### config.mk
export PLATFORM = sky130hd
export DESIGN_NAME = cfst_ram
export DESIGN_NICKNAME = d
export VERILOG_FILES = /design/src/rtl/cfst_ram.sv
export SDC_FILE = /design/constraint.sdc
export NUM_CORES = 1
export LEC_CHECK = 0
export ABC_AREA = 1
export BUFFER_PORTS_ARGS = -buffer_cell sky130_fd_sc_hd__buf_4
export CORE_ASPECT_RATIO = 0.7
export CORE_UTILIZATION = 35
export CTS_CLUSTER_SIZE = 24
export DETAILED_ROUTE_END_ITERATION = 10
export MAX_ROUTING_LAYER = met4
export PLACE_DENSITY = 0.51
export REMOVE_ABC_BUFFERS = 1
export SETUP_SLACK_MARGIN = 0.1
export SYNTH_ARGS = -nofsm -noshare
export SYNTH_HDL_FRONTEND = slang
export SYNTH_SLANG_ARGS = --single-unit
### constraint.sdc
create_clock -name clk -period 1.5 [get_ports clk]
set_input_delay 0.3 -clock clk [delete_from_list [all_inputs] [get_ports clk]]
set_output_delay 0.3 -clock clk [all_outputs]
set_load 0.01 [all_outputs]
### src/rtl/cfst_ram.sv
// ----------------------------------------------------------------------------
// cfst_ram
// generic single-clock ram, one write port and one read port, registered read
// ----------------------------------------------------------------------------
module cfst_ram #(
  parameter int WIDTH = 8,
  parameter int DEPTH = 16
) (
  input  logic                                         clk,
  input  logic                                         wr_en,
  input  logic [((DEPTH > 1) ? $clog2(DEPTH) : 1)-1:0] wr_addr,
  input  logic [WIDTH-1:0]                             wr_data,
  input  logic                                         rd_en,
  input  logic [((DEPTH > 1) ? $clog2(DEPTH) : 1)-1:0] rd_addr,
  output logic [WIDTH-1:0]                             rd_data
);

  logic [WIDTH-1:0] mem [DEPTH];
  logic [WIDTH-1:0] rd_data_r;

  always_ff @(posedge clk) begin
    if (wr_en) begin
      mem[wr_addr] <= wr_data;
    end
    if (rd_en) begin
      rd_data_r <= mem[rd_addr];
    end
  end

  assign rd_data = rd_data_r;

endmodule

=== Word-level counts from Yosys, hierarchy flattened ===
Memories as Yosys holds them, arrays and structs flattened. A register that Yosys moved wholly into a read port is not among the register bits.
Cells that the tools add are included.

* Memory bits (writable): 128
* Memories kept: 1
* Flip-flop bits (word level): 0
* Output and inout bits: 8

{| class="wikitable"
|+ Memory list
! memory !! words !! width !! rd ports !! clocked after memory_dff !! wr ports !! RTL line !! source
|-
| mem || 16 || 8 || 1 || 1 || 1 || 18 || <nowiki>logic [WIDTH-1:0] mem [DEPTH];</nowiki>
|}

* Mux-type cells: 2

{| class="wikitable"
|+ Operator list
! operator !! count
|-
| $mux W1 || 2
|}

=== Depth between registers and ports, before layout ===
Gate-level depths: netlist of run 1.

* Depth after elaboration: 2
* Mapped depth: 8

=== Worst setup path after synthesis of run 1 ===
No wires, ideal clock.

* Path kind: in2reg
* Start point: in wr_addr[2] (netlist bit)
* End point: mem mem[10][0] (enable)
* Setup slack: 249 ps
* Cell stages on the path: 2
* Buffers on the path: 0
* Data arrival time: 881 ps
* Path through: nand3b_1 nor2_1

{| class="wikitable"
|+ RTL lines
! what !! RTL line !! source
|-
| start: declaration || 11 || <nowiki>input logic [((DEPTH > 1) ? $clog2(DEPTH) : 1)-1:0] wr_addr,</nowiki>
|-
| end: declaration || 18 ||
|}

Straight into the memory's write port.

=== Final worst setup path of run 1 ===
* Start point: reg rd_data_r[1] (netlist: rd_data[1]) (read register of mem)
* End point: out rd_data[1]

{| class="wikitable"
|+ RTL lines
! what !! RTL line !! source
|-
| start: declaration || 19 || <nowiki>logic [WIDTH-1:0] rd_data_r;</nowiki>
|-
| end: declaration || 15 || <nowiki>output logic [WIDTH-1:0] rd_data</nowiki>
|}

No word-level cell between the ends.

==> results.json, run 1 <==
{
  "end_kind": "output port",
  "hold_path.class": "input pin to flop",
  "diodes": 0,
  "p_int_w": 0.007197,
  "root_buffer": "clkbuf_16",
  "start_util_pct": 35.77,
  "ctsResizeCount": 0,
  "hold_end": "rd_data[4]",
  "status": "finished clean",
  "layout-drive-gt1-share_pct": 12.93,
  "p_comb_share_pct": 6.1,
  "grt_overflow": 0,
  "via_per_inst": 4.605,
  "grt_setup_unrepaired": "false",
  "utilization_pct": 42.82,
  "grt_pass1_wl_um": 20860,
  "htree_levels": 4,
  "postCtsHoldBufs": 0,
  "final-setup-viol-count": 0,
  "critPathTopFamily": "flip-flops",
  "power_density_nw_per_um2": 1293,
  "drt-total-wl_um": 13490,
  "cts_buffers": 17,
  "setup-tns-final_ps": 0,
  "timing.slew.headroom_pct": 58.12,
  "initialDrtViolationCount": 237,
  "cts_tree": "yes",
  "core_area_um2": 16350,
  "dieArea_um2": 17230,
  "numPortBuffers": 26,
  "fill_cells": 1583,
  "multi_input_area_um2": 1214,
  "mostFrequentLayoutCells": "nand2_1 (173), edfxtp_1 (136), inv_1 (100)",
  "fin_crit_ps": 1337,
  "netlist_instances": 551,
  "gp_congestion": 0.8132,
  "dpl-instance-area_um2": 6410,
  "swShare_pct": 20.47,
  "tightest_slew_ps": 627.3,
  "worst-path-buf-inv": 1,
  "dieWidth_um": 156.5,
  "critPathLaunchType": "flop",
  "finalCritPeriodShare_pct": 89.12,
  "switchingPower_w": 0.001853,
  "worstPathArrival_ps": 1040,
  "nNetsFinal": 618,
  "clock_skew_ps": 3.861,
  "final_cell_count_no_fill": 836,
  "worstSkewPairLatency_ps": 400,
  "clkTransAtPathRegs_ps": 50,
  "clockBufferDepth": 2,
  "antenna_found_initial": 0,
  "clkPwrFrac_pct": 46.3,
  "ys_seq_area_share_pct": 69.85,
  "syn_avg_cell_area_um2": 10.61,
  "yosysWarnings": 0,
  "dp_hpwl_um": 8827,
  "synth_area_um2": 5847,
  "r2r_cells": 6,
  "die_height_um": 110.1,
  "min_path_cells": 1,
  "critical-path-max-stage-delay_ps": 450,
  "r2r-end": "rd_data[3]",
  "grt_pass1_vias": 3644,
  "slowest_stage": "edfxtp_1",
  "critical_path_class": "flop to output port",
  "r2r_start": "mem[0][3]",
  "reg2reg_slack_ps": 390,
  "grt_use_total_pct": 17.53,
  "layout_commonest_cell": "nand2_1",
  "ioPinCount": 27,
  "seqPwrFrac_pct": 47.7,
  "area_growth_pct": 19.71,
  "max-vdd-ir-drop_mv": 0.6981,
  "hold_start": "rd_en",
  "drv_slew": 0,
  "regArea_um2": 4084,
  "cp.required_ps": 1200,
  "drcViolationCount": 0,
  "critPathMaxFanout": 1,
  "drtPass1Iterations": 4,
  "ant_nets": 0,
  "num_vias": 3850,
  "dp.cells": 805,
  "grt_max_degree": 65,
  "cts_setup_buffers": 0,
  "synth_seq_cells": 136,
  "post_drt_wl_per_cell_um": 16.13,
  "synth.distinct_cells": 11,
  "fmax_mhz": 748.1,
  "cap_violations": 0,
  "hold_viol_final": 0,
  "power_leakage_nw": 2.998,
  "cts_num_sinks": 136,
  "final_area_um2": 6999,
  "path_cells": "buf_4",
  "rows": 39,
  "p_total_w": 0.009050
}
[flip-flops by register name, indices dropped and copies added (netlist names)]
| register | count |
|---|---|
| rd_data | 8 |
| mem | 128 |
[cell families after synthesis]
logic type | synth area share, %
simple gates | 20.76
flops | 69.85
buf+inv | 9.394
[power by group through the flow]
stage / Combinational [W] / Sequential (W) / Clock, W
6_report: 0.000548 / 0.00431 / 0.00419
5_1_grt: 0.000610 / 0.00432 / 0.00442
4_1_cts: 0.000557 / 0.00431 / 0.00427
3_5_place_dp: 0.000554 / 0.00439 / 0
3_3_place_gp: 0.000546 / 0.00439 / 0
2_1_floorplan: 0.000230 / 0.00439 / 0
[cells in the mapped netlist (all sizes together)]
master | n | area, um2
buf | 24 | 166.4
edfxtp | 136 | 4084
inv | 102 | 382.9
nand2 | 173 | 649.4
nand3 | 97 | 485.5
nand3b | 2 | 15.01
nor2 | 17 | 63.81
[metal layers]
layer	routed length, um	vias up	part of all wire [%]	GRT usage (%)
met4	212	0	1.6	6.793
met3	782	18	5.8	3.518
met5	0	-	0	-
met1	6806	1856	50	24.91
li1	-	1875	-	-
met2	5686	101	42	24.62
[worst max-delay path by stage]
stage	from	end	slack (ps)	cells after the start
after floorplan	rd_addr[0]	rd_data[2]	80	6
after global placement	rd_addr[1]	rd_data[1]	40	6
after detailed placement	rd_addr[1]	rd_data[3]	-4	6
after CTS	rd_data[5]	rd_data[5]	150	1
after global routing	rd_data[2]	rd_data[2]	130	1
final	rd_data[1]	rd_data[1]	160	1
[through the flow]
stage	worst slack (ps)	hold slack, ps
6_report	163.3	213.3
5_1_grt	134.2	198.4
4_1_cts	154.3	207.0
3_5_place_dp	-3.822	631.2
3_3_place_gp	43.26	627.4
2_1_floorplan	79.39	398.9
[area by class of cell]
| type | instances | share of cell area (%) |
|---|---|---|
| flip-flops and latches | 136 | 58.35 |
| multi-input cells | 289 | 17.34 |
| repair buffers | 53 | 6.400 |
| clock buffers | 18 | 6.132 |
| inverters | 102 | 5.470 |
| well taps | 225 | 4.022 |
| clock inverters | 13 | 2.288 |
(Power assumes the default switching activity.)
==> inputs of run 2 (changes only) <==
==> constraint.sdc (replaced) <==
create_clock -name clk -period 1.4 [get_ports clk]
set_input_delay 0.28 -clock clk [delete_from_list [all_inputs] [get_ports clk]]
set_output_delay 0.28 -clock clk [all_outputs]
set_load 0.01 [all_outputs]
==> results.json, run 2 (synthesized netlist as in run 1, its figures left out) <==
{
  "cts_tree": "yes",
  "regArea_um2": 4084,
  "finalCritPeriodShare_pct": 95.98,
  "final-setup-viol-count": 0,
  "utilization_pct": 42.58,
  "slowest_stage": "edfxtp_1",
  "critPathTopFamily": "flip-flops",
  "drtPass1Iterations": 5,
  "final_cell_count_no_fill": 834,
  "dieArea_um2": 17230,
  "critical_path_class": "flop to output port",
  "final_area_um2": 6960,
  "htree_levels": 4,
  "grt_overflow": 0,
  "grt_pass1_wl_um": 20970,
  "worst-path-buf-inv": 1,
  "path_cells": "buf_6",
  "worstSkewPairLatency_ps": 410,
  "worstPathArrival_ps": 1060,
  "post_drt_wl_per_cell_um": 15.87,
  "postCtsHoldBufs": 0,
  "cts_num_sinks": 136,
  "timing.slew.headroom_pct": 57.89,
  "mostFrequentLayoutCells": "nand2_1 (173), edfxtp_1 (136), inv_1 (100)",
  "drt-total-wl_um": 13240,
  "ant_nets": 0,
  "critical-path-max-stage-delay_ps": 480,
  "swShare_pct": 22.04,
  "clockBufferDepth": 2,
  "clock_skew_ps": 6.847,
  "drv_slew": 0,
  "cp.required_ps": 1120,
  "largest_reg_flops": 128,
  "multi_input_area_um2": 1214,
  "max-vdd-ir-drop_mv": 0.7347,
  "via_per_inst": 4.578,
  "rows": 39,
  "fin_crit_ps": 1344,
  "critPathLaunchType": "flop",
  "grt_use_total_pct": 17.59,
  "fmax_mhz": 744.2,
  "status": "finished clean",
  "dp_hpwl_um": 8481,
  "power_density_nw_per_um2": 1360,
  "grt_pass1_vias": 3648,
  "dieWidth_um": 156.5,
  "gp_congestion": 0.8020,
  "grt_max_degree": 65,
  "num_vias": 3818,
  "hold_viol_final": 0,
  "antenna_found_initial": 0,
  "diodes": 0,
  "cap_violations": 0,
  "layout-drive-gt1-share_pct": 13.14,
  "clkPwrFrac_pct": 45.0,
  "fill_cells": 1549,
  "seqPwrFrac_pct": 48.8,
  "dpl-instance-area_um2": 6387,
  "layout_commonest_cell": "nand2_1",
  "area_growth_pct": 19.05,
  "hold_path.class": "input pin to flop",
  "end_kind": "output port",
  "grt_setup_unrepaired": "true",
  "switchingPower_w": 0.002087,
  "tightest_slew_ps": 630.8,
  "die_height_um": 110.1,
  "cts_buffers": 17,
  "setup-tns-final_ps": 0,
  "initialDrtViolationCount": 271,
  "numPortBuffers": 26,
  "root_buffer": "clkbuf_16",
  "drcViolationCount": 0,
  "largest-register": "mem",
  "p_comb_share_pct": 6.2,
  "nNetsFinal": 615,
  "power_leakage_nw": 2.961,
  "clkTransAtPathRegs_ps": 60,
  "start_util_pct": 35.77,
  "critPathMaxFanout": 1,
  "core_area_um2": 16350,
  "p_int_w": 0.007382,
  "dp.cells": 802,
  "ioPinCount": 27
}
[run 2: area by class of cell]
type / count / area share (%)
well taps: 225 / 4.045
inverters: 102 / 5.501
flip-flops and latches: 136 / 58.67
clock inverters: 14 / 1.905
clock buffers: 18 / 6.166
repair buffers: 50 / 6.274
multi-input cells: 289 / 17.44
[run 2: metal layers]
metal | global-route usage (%) | wire length, um | part of all wire [%] | up-vias
li1 | - | - | - | 1872
met1 | 24.88 | 6568 | 50 | 1812
met2 | 24.87 | 5553 | 42 | 116
met3 | 4.144 | 921 | 7.0 | 18
met4 | 5.672 | 192 | 1.5 | 0
met5 | - | 0 | 0 | -
[run 2: metrics by stage]
stage	hold WS, ps	total power (W)	setup slack [ps]
after floorplan	378.9	0.004949	-0.6131
after global placement	612.4	0.005283	-47.70
after detailed placement	613.3	0.005291	-56.15
after CTS	180.8	0.009547	67.56
after global routing	183.5	0.009771	53.58
final	180.9	0.009469	56.24
[run 2: power groups by stage]
stage / clock network, W / logic [W] / registers, W
finish: 0.00426 / 0.000585 / 0.00462
detailed placement: 0 / 0.000586 / 0.00470
global route: 0.00448 / 0.000660 / 0.00463
global placement: 0 / 0.000580 / 0.00470
floorplan: 0 / 0.000246 / 0.00470
CTS: 0.00433 / 0.000592 / 0.00462
[run 2: final timing paths]
check / slack, ps / depth (start not counted) / to / startpoint
worst min-delay path: 180 / 1 / rd_data[4] / rd_en
worst max-delay path: 60 / 1 / rd_data[1] / rd_data[1]
worst max register to register: 310 / 6 / rd_data[1] / mem[15][1]
worst min register to register: 740 / 6 / rd_data[6] / mem[3][6]
[run 2: timing repair]
item / 4_1_cts / 5_1_grt
endpoints found under the setup margin: 3 / 3
resized for setup: 3 / 0
pin swaps: 0 / 0
setup buffers: 0 / 0
