===== src/rtl/cfst_pkg.sv =====
// ----------------------------------------------------------------------------
// cfst_pkg
// shared constants, word types and state encoding for the can id statistics
// table
// ----------------------------------------------------------------------------
package cfst_pkg;

  // table size and derived widths
  localparam int TABLE_ENTRIES = 64;
  localparam int IDX_W = (TABLE_ENTRIES > 1) ? $clog2(TABLE_ENTRIES) : 1;
  localparam int CNT_W = $clog2(TABLE_ENTRIES + 1);

  // command codes
  localparam logic [1:0] CMD_FRAME = 2'd0;
  localparam logic [1:0] CMD_READ  = 2'd1;
  localparam logic [1:0] CMD_CLEAR = 2'd2;

  // result status codes
  localparam logic [2:0] ST_UPDATED  = 3'd0;
  localparam logic [2:0] ST_INSERTED = 3'd1;
  localparam logic [2:0] ST_DROPPED  = 3'd2;
  localparam logic [2:0] ST_HIT      = 3'd3;
  localparam logic [2:0] ST_MISS     = 3'd4;
  localparam logic [2:0] ST_CLEARED  = 3'd5;

  typedef struct packed {
    logic [1:0]  command;
    logic [28:0] frame_id;
    logic        frame_ext;
    logic        frame_rtr;
    logic [3:0]  frame_len;
    logic [63:0] frame_data;
    logic [7:0]  read_index;
  } in_word_t;

  typedef struct packed {
    logic [2:0]  status;
    logic [28:0] entry_id;
    logic        entry_ext;
    logic        entry_rtr;
    logic [3:0]  entry_len;
    logic [63:0] entry_data;
    logic [31:0] entry_count;
    logic [7:0]  entries_in_use;
    logic [31:0] frames_total;
  } out_word_t;

  // one table entry as held in the memory
  typedef struct packed {
    logic [28:0] id;
    logic        ext;
    logic        rtr;
    logic [3:0]  len;
    logic [63:0] data;
    logic [31:0] count;
  } ent_t;

  localparam int ENT_W = $bits(ent_t);

  // memory access request from the sequencer
  typedef struct packed {
    logic             rd_en;
    logic [IDX_W-1:0] rd_addr;
    logic             wr_en;
    logic [IDX_W-1:0] wr_addr;
    ent_t             wr_data;
  } ram_req_t;

  typedef enum logic [1:0] {
    S_IDLE,
    S_SCAN,
    S_RD_ISSUE,
    S_RD_DATA
  } fsm_t;

endpackage


===== src/rtl/cfst_ctrl.sv =====
// ----------------------------------------------------------------------------
// cfst_ctrl
// command sequencer: linear table search with read-modify-write, entry
// reads, counters and the result register
// ----------------------------------------------------------------------------
module cfst_ctrl
  import cfst_pkg::*;
(
  input  logic      clk,
  input  logic      rst_n,
  input  logic      start,
  output logic      busy,
  input  in_word_t  in_word,
  output logic      out_valid,
  output out_word_t out_word,
  output ram_req_t  ram_req,
  input  ent_t      ram_rdata
);

  fsm_t             state_r, state_nxt;
  in_word_t         item_r, item_nxt;
  logic [CNT_W-1:0] used_r, used_nxt;
  logic [31:0]      total_r, total_nxt;
  logic [CNT_W-1:0] scan_r, scan_nxt;
  logic             cmp_vld_r, cmp_vld_nxt;
  logic [IDX_W-1:0] cmp_idx_r, cmp_idx_nxt;
  logic             out_valid_r, out_valid_nxt;
  out_word_t        out_r, out_nxt;

  logic      accept;
  logic      match;
  logic      scan_more;
  logic      rd_hit;
  out_word_t res;

  assign accept    = start && (state_r == S_IDLE);
  assign match     = cmp_vld_r && (ram_rdata.id == item_r.frame_id);
  assign scan_more = scan_r < used_r;
  assign rd_hit    = item_r.read_index < 8'(used_r);

  // next state
  always_comb begin
    state_nxt = state_r;
    case (state_r)
      S_IDLE: begin
        if (accept) begin
          case (in_word.command)
            CMD_FRAME: state_nxt = S_SCAN;
            CMD_READ:  state_nxt = S_RD_ISSUE;
            default:   state_nxt = S_IDLE;
          endcase
        end
      end
      S_SCAN: begin
        if (match || !scan_more) begin
          state_nxt = S_IDLE;
        end
      end
      S_RD_ISSUE: begin
        state_nxt = rd_hit ? S_RD_DATA : S_IDLE;
      end
      S_RD_DATA: begin
        state_nxt = S_IDLE;
      end
      default: begin
        state_nxt = S_IDLE;
      end
    endcase
  end

  // datapath and outputs
  always_comb begin
    item_nxt      = item_r;
    used_nxt      = used_r;
    total_nxt     = total_r;
    scan_nxt      = scan_r;
    cmp_vld_nxt   = 1'b0;
    cmp_idx_nxt   = cmp_idx_r;
    out_valid_nxt = 1'b0;
    out_nxt       = out_r;
    ram_req       = '0;
    res           = '0;

    case (state_r)
      S_IDLE: begin
        if (accept) begin
          item_nxt = in_word;
          case (in_word.command)
            CMD_FRAME: begin
              total_nxt = total_r + 32'd1;
              scan_nxt  = '0;
            end
            CMD_READ: begin
            end
            CMD_CLEAR: begin
              used_nxt      = '0;
              total_nxt     = '0;
              out_valid_nxt = 1'b1;
              res.status    = ST_CLEARED;
            end
            default: begin
              out_valid_nxt = 1'b1;
              res.status    = ST_MISS;
            end
          endcase
        end
      end
      S_SCAN: begin
        if (match) begin
          // keep stored id and flags, refresh payload, bump count
          ram_req.wr_en         = 1'b1;
          ram_req.wr_addr       = cmp_idx_r;
          ram_req.wr_data.id    = ram_rdata.id;
          ram_req.wr_data.ext   = ram_rdata.ext;
          ram_req.wr_data.rtr   = ram_rdata.rtr;
          ram_req.wr_data.len   = item_r.frame_len;
          ram_req.wr_data.data  = item_r.frame_data;
          ram_req.wr_data.count = ram_rdata.count + 32'd1;
          out_valid_nxt         = 1'b1;
          res.status            = ST_UPDATED;
        end else if (scan_more) begin
          ram_req.rd_en   = 1'b1;
          ram_req.rd_addr = scan_r[IDX_W-1:0];
          cmp_vld_nxt     = 1'b1;
          cmp_idx_nxt     = scan_r[IDX_W-1:0];
          scan_nxt        = scan_r + 1'b1;
        end else begin
          out_valid_nxt = 1'b1;
          if (used_r < CNT_W'(TABLE_ENTRIES)) begin
            ram_req.wr_en         = 1'b1;
            ram_req.wr_addr       = used_r[IDX_W-1:0];
            ram_req.wr_data.id    = item_r.frame_id;
            ram_req.wr_data.ext   = item_r.frame_ext;
            ram_req.wr_data.rtr   = item_r.frame_rtr;
            ram_req.wr_data.len   = item_r.frame_len;
            ram_req.wr_data.data  = item_r.frame_data;
            ram_req.wr_data.count = 32'd1;
            used_nxt              = used_r + 1'b1;
            res.status            = ST_INSERTED;
          end else begin
            res.status = ST_DROPPED;
          end
        end
      end
      S_RD_ISSUE: begin
        if (rd_hit) begin
          ram_req.rd_en   = 1'b1;
          ram_req.rd_addr = item_r.read_index[IDX_W-1:0];
        end else begin
          out_valid_nxt = 1'b1;
          res.status    = ST_MISS;
        end
      end
      S_RD_DATA: begin
        out_valid_nxt   = 1'b1;
        res.status      = ST_HIT;
        res.entry_id    = ram_rdata.id;
        res.entry_ext   = ram_rdata.ext;
        res.entry_rtr   = ram_rdata.rtr;
        res.entry_len   = ram_rdata.len;
        res.entry_data  = ram_rdata.data;
        res.entry_count = ram_rdata.count;
      end
      default: begin
      end
    endcase

    res.entries_in_use = 8'(used_nxt);
    res.frames_total   = total_nxt;
    if (out_valid_nxt) begin
      out_nxt = res;
    end
  end

  always_ff @(posedge clk) begin
    if (!rst_n) begin
      state_r     <= S_IDLE;
      used_r      <= '0;
      total_r     <= '0;
      scan_r      <= '0;
      cmp_vld_r   <= 1'b0;
      out_valid_r <= 1'b0;
    end else begin
      state_r     <= state_nxt;
      used_r      <= used_nxt;
      total_r     <= total_nxt;
      scan_r      <= scan_nxt;
      cmp_vld_r   <= cmp_vld_nxt;
      out_valid_r <= out_valid_nxt;
    end
  end

  always_ff @(posedge clk) begin
    item_r    <= item_nxt;
    cmp_idx_r <= cmp_idx_nxt;
    out_r     <= out_nxt;
  end

  assign busy      = (state_r != S_IDLE);
  assign out_valid = out_valid_r;
  assign out_word  = out_r;

  // never read and write the table in the same cycle
  a_no_rw_overlap: assert property (@(posedge clk) disable iff (!rst_n)
    !(ram_req.wr_en && ram_req.rd_en))
    else $error("table read and write in the same cycle");

  a_used_bound: assert property (@(posedge clk) disable iff (!rst_n)
    used_r <= CNT_W'(TABLE_ENTRIES))
    else $error("entries in use beyond table size");

  a_scan_bound: assert property (@(posedge clk) disable iff (!rst_n)
    (state_r == S_SCAN) |-> (scan_r <= used_r))
    else $error("search pointer past entries in use");

  a_clear_result: assert property (@(posedge clk) disable iff (!rst_n)
    (accept && (in_word.command == CMD_CLEAR)) |=>
      (out_valid_r && (out_r.status == ST_CLEARED) && (used_r == '0)))
    else $error("clear not answered in the next cycle");

  a_result_idle: assert property (@(posedge clk) disable iff (!rst_n)
    out_valid_r |-> !busy)
    else $error("result shown while a command is still in work");

endmodule


===== config.mk =====
export PLATFORM = sky130hd
export DESIGN_NAME = cfst_ctrl
export DESIGN_NICKNAME = d
export VERILOG_FILES = /design/src/rtl/cfst_pkg.sv /design/src/rtl/cfst_ctrl.sv
export SDC_FILE = /design/constraint.sdc
export NUM_CORES = 1
export LEC_CHECK = 0
export ABC_AREA = 1
export BUFFER_PORTS_ARGS = -buffer_cell sky130_fd_sc_hd__buf_2
export CAP_MARGIN = 10
export CORE_AREA = 3 3 220 222
export DETAILED_ROUTE_END_ITERATION = 8
export DIE_AREA = 0 0 223 225
export PLACE_DENSITY_LB_ADDON = 0.12
export RECOVER_POWER = 50
export SKIP_CTS_REPAIR_TIMING = 1
export SLEW_MARGIN = 20
export SYNTH_ARGS = -nofsm -noshare
export SYNTH_HDL_FRONTEND = slang
export SYNTH_SLANG_ARGS = --single-unit

===== constraint.sdc =====
create_clock -name clk -period 8.6 [get_ports clk]
set_clock_uncertainty 0.15 [all_clocks]
set_input_delay 1.72 -clock clk [delete_from_list [all_inputs] [get_ports clk]]
set_output_delay 1.72 -clock clk [all_outputs]
set_load 0.02 [all_outputs]

; Yosys cells after proc, flatten, opt, wreduce, memory -nomap -nowiden
; Index checks and enable logic that the tools add are counted.
[word_totals]
mem_bits_rw = 0
output_inout_bits = 321
rom_bits = 0
register_bits = 336
in_bits = 243
latchBits = 0
mem_count = 0
word_cells = 98
[op_classes]
n_div = 0
n_reduce_logical = 14
shifts = 0
n_bitwise = 3
addsub = 4
eq_ne = 11
mux = 41
magnitude_cmp = 3
multipliers = 0
[op_table]
columns = cell, count
row1 = 2-to-1 mux 138 bit, 4
row2 = 2-to-1 mux 7 bit, 12
row3 = "adder 32 x 1 -> 32 bit, second input constant", 2
row4 = 2-to-1 mux 32 bit, 2
row5 = case mux 32 bit (2 select lines), 1
row6 = case mux 7 bit (2 select lines), 3
row7 = == test 29 bit, 1
row8 = "adder 7 x 1 -> 7 bit, second input constant", 2
row9 = 2-to-1 mux 3 bit, 4
row10 = case mux 3 bit (4 select lines), 1
row11 = < comparator 8 x 7 -> 1 bit, 1
row12 = 2-to-1 mux 2 bit, 4
row13 = "!= test 2 bit, second input constant", 4
row14 = case mux 2 bit (4 select lines), 1
row15 = < comparator 7 bit, 1
row16 = "< comparator 7 bit, second input constant", 1
row17 = "== test 2 bit, second input constant", 3
row18 = 2-to-1 mux 1 bit, 6
row19 = case mux 3 bit (2 select lines), 1
row20 = AND reduction 5 bit, 1
row21 = "== test 2 x 1 -> 1 bit, second input constant", 2
row22 = zero test 2 bit, 2
row23 = case mux 1 bit (4 select lines), 1
row24 = case mux 2 bit (2 select lines), 1
row25 = other kinds (10), 15

; Longest topological paths before layout
[depth]
word_depth = 5
mapped_depth = 15

; Least setup slack after synthesis
; OpenSTA, ideal clock, no wires.
[synth_timing]
path_type = input to register
start = in ram_rdata[116] in the netlist's numbering
end = reg out_r, in the netlist out_word[0], enable pin
arrival_ns = 6.388
required_ns = 7.910
path_slack_ns = 1.522
cell_stages = 11
setup_ns = 0.540
path_cell_list = xnor2_1 -> nand2_1 -> nor2_1 -> nand2_1 -> nor2_2 -> nand2_2 -> nand2_1 -> nand2_2 -> nand2_1 -> nand2_1 -> nand2_1
[synth_via]
elab_chain_cells = 4
[synth_rtl]
columns = element, line_no
row1 = from (decl), cfst_ctrl.sv:17  ; input ent_t ram_rdata
row2 = == test 29 bit, cfst_ctrl.sv:37  ; assign match = cmp_vld_r && (ram_rdata.id == item_r.frame_id);
row3 = logical AND 1 bit, cfst_ctrl.sv:37
row4 = 2-to-1 mux 1 bit, cfst_ctrl.sv:109  ; if (match) begin
row5 = case mux 1 bit (4 select lines), cfst_ctrl.sv:84  ; case (state_r)
row6 = named net out_valid_nxt, cfst_ctrl.sv:27  ; logic out_valid_r, out_valid_nxt;
row7 = to (signal assigned), cfst_ctrl.sv:196  ; out_r <= out_nxt;
row8 = to (decl), cfst_ctrl.sv:28  ; out_word_t out_r, out_nxt;
; The timed path passes the listed nets, and every way through them passes these cells.
; A chain may end at the register's enable or synchronous reset.

==> out/results.ini <==
[outcome]
status=complete, but fails checks
violations=capacitance limit, slew limit

[global_route]
gr-total-overflow=0
grt_pass1_vias=13400
antenna_found_initial=10
grt_max_degree=80
track_usage_pct=20.3
grt_pass1_wl_um=78900

[drt]
drcViolationCount=0
drt_iter0_drc=925
vias=13700
topRoutingLayerUsed=met5
wl_um=52800
vias_per_cell=4.57
drtPass1Iterations=5
ant_nets=0
wl_met1_um=20800
detailroute.wirelength.met3_um=4350
wire_per_inst_um=17.6
wl_met2_um=25700

[floorplanning]
dieWidth_um=223
boundaryPins=564
core_area_um2=46600
rows=79
initial_core_util_pct=34.4
die_area_um2=50200
die_y_um=225

[cts]
clock_latency_ns=0.55
cts_root_buf=clkbuf_16
cts_tree=built
clock_sinks=336
cts_buffers=41
cts_buffer_depth=3
path_clk_slew_ns=0.06
cts_max_level=2

[sta]
timing.final.crit_share_pct=74.4
relSlewSlack_pct=-141
finalHoldViolCount=0
fin_setup_tns_ns=0
slew_viol_final=184
worst_pin_slew_ns=3.62
clock.fmax_mhz=156
rsz0062_at_grt=false
min_period_ns=6.39
setup-violations-final=0
whs_ns=0.344

[synthesis]
ys.warnings.count=0
ys_seq_area_share_pct=59.8
yosysTopAreaCell=edfxtp_1
ys.flop_type=edfxtp_1
ys_ff_latch=336
syn_inst=1783
ys_types=44
synth.avg_cell_area_um2=8.99
synth_area_um2=16000
synth.net_count=2047
synthTopCellsByArea=edfxtp_1 (54%), nand2_1 (11%), inv_1 (8.9%), dfxtp_1 (6.2%), nor2_1 (4.7%)
synth-edff-count=286
synth_top_area_share_pct=53.6
synthArstFlopShare_pct=0

[finish]
multiInputGateArea_um2=4770
fillers=4689
fin_nets=2613
drive_gt1_share_pct=21.5
final_common_cell=nand2_1
area.growth.synth_to_final_pct=29.1
final_cell_mix=nand2_1 (449), buf_2 (394), inv_1 (376)
register_area_um2=9590

[setup_path]
worst_ep_arrival_time_ns=4.52
cp_max_fo=70
start_kind=input port
r2r_setup_slack_ns=3.29
crit_type=input port to primary output
setup.worst_path.end_class=primary output
worstPathRequired_ns=6.73

[pwr]
p_leak_nw=10.3
ir_worst_vdd_uv=191
powerDensity_nw_per_um2=205

[worst_hold_path]
worstHoldPathType=register to register

[run]
drv_cap=3

[placement]
port_buffers=562
dp_hpwl_um=40300
gp_congestion=0.895

==> cell usage after synthesis, types with 4 or more instances <==
| master | instances |
|---|---|
| a21oi_1 | 54 |
| buf_2 | 16 |
| buf_4 | 4 |
| clkbuf_1 | 25 |
| dfxtp_1 | 50 |
| edfxtp_1 | 286 |
| ha_1 | 21 |
| inv_1 | 378 |
| inv_2 | 5 |
| nand2_1 | 449 |
| nand2_2 | 5 |
| nand3_1 | 68 |
| nand4_1 | 20 |
| nor2_1 | 200 |
| nor2_2 | 11 |
| nor2_4 | 7 |
| nor3_1 | 39 |
| nor3b_1 | 4 |
| nor4_1 | 8 |
| o21a_1 | 4 |
| o21ai_0 | 38 |
| o21ai_1 | 11 |
| o21bai_1 | 4 |
| o22ai_1 | 26 |
| xnor2_1 | 8 |
| xor2_1 | 8 |
==> kinds of logic (layout without fill, tap and decap cells) <==
kind of cell,count (synthesis),count (layout),share of synthesized area (%)
compound gates,148,148,5.14
xor+xnor,16,16,0.874
fa+ha+maj,21,21,1.64
buf+inv,431,1030,10.3
flops,336,336,59.8
other cells,1,6,0.0234
simple gates,830,830,22.2
==> registers in the layout, indices dropped and copies added (netlist names) <==
signal and flops:
cmp_idx_r 6, cmp_vld_r 1, item_r 107, out_valid 1, out_word 173, scan_r 7
state_r 2, total_r 32, used_r 7
==> worst max-delay path, cell delays in order <==
cell and delay (ns):
buf_2 0.14, xnor2_1 0.30, nand2_1 0.10, nor2_1 0.15
nand2_1 0.11, nor2_4 0.15, nand3_4 0.50, inv_4 0.52
nor2_4 0.03, buf_4 0.32, a21oi_1 0.22, buf_2 0.19
==> layout make-up <==
class                           count  share of cell area (%)
Clock inverter                     22                    1.45
Multi-Input combinational cell   1016                    23.0
Timing Repair Buffer              568                    12.8
Antenna cell                        5                  0.0605
Sequential cell                   336                    46.3
Inverter                          386                    7.03
Clock buffer                       54                    5.65
Tap cell                          607                    3.67
==> path summary, 6_finish.rpt <==
| path | start | to | depth (start not counted) |
|---|---|---|---|
| min reg2reg | total_r[13]$_SDFF_PN0_ | total_r[13]$_SDFF_PN0_ | 2 |
| max | ram_rdata[124] | ram_req[0] | 12 |
| max reg2reg | state_r[0]$_SDFFE_PN0P_ | out_word[169]$_SDFFCE_PN0P_ | 4 |
| min | total_r[13]$_SDFF_PN0_ | total_r[13]$_SDFF_PN0_ | 2 |
==> power breakdown <==
| part | internal [mW] | leakage [nW] | switching, mW |
|---|---|---|---|
| Combinational | 0.118 | 6.36 | 0.329 |
| Sequential | 1.89 | 3.21 | 0.0316 |
| Clock | 1.17 | 0.712 | 0.695 |
| Total | 3.18 | 10.3 | 1.06 |
==> per-layer routing <==
layer  track usage (%)  vias to the layer above
met5                 0                        -
met4              8.12                        6
met3              5.54                      103
met2              35.0                      488
met1              24.1                     6284
li1                  -                     6796
==> per-stage QoR <==
| stage | cell area (um2) | util (%) | std cells | power [mW] | setup slack, ns |
|---|---|---|---|---|---|
| global placement | 19500 | 41.8 | 2913 | 2.42 | 2.24 |
| global route | 20700 | 44.4 | 2993 | 4.40 | 1.97 |
| finish | 20700 | 44.4 | 2994 | 4.23 | 2.21 |
| detailed placement | 19500 | 41.8 | 2913 | 2.42 | 2.20 |
| CTS | 20900 | 45.0 | 2989 | 4.31 | 2.21 |
| floorplan | 16000 | - | 1783 | 2.22 | 1.52 |
Note: power is estimated with default switching activity, not from simulation.
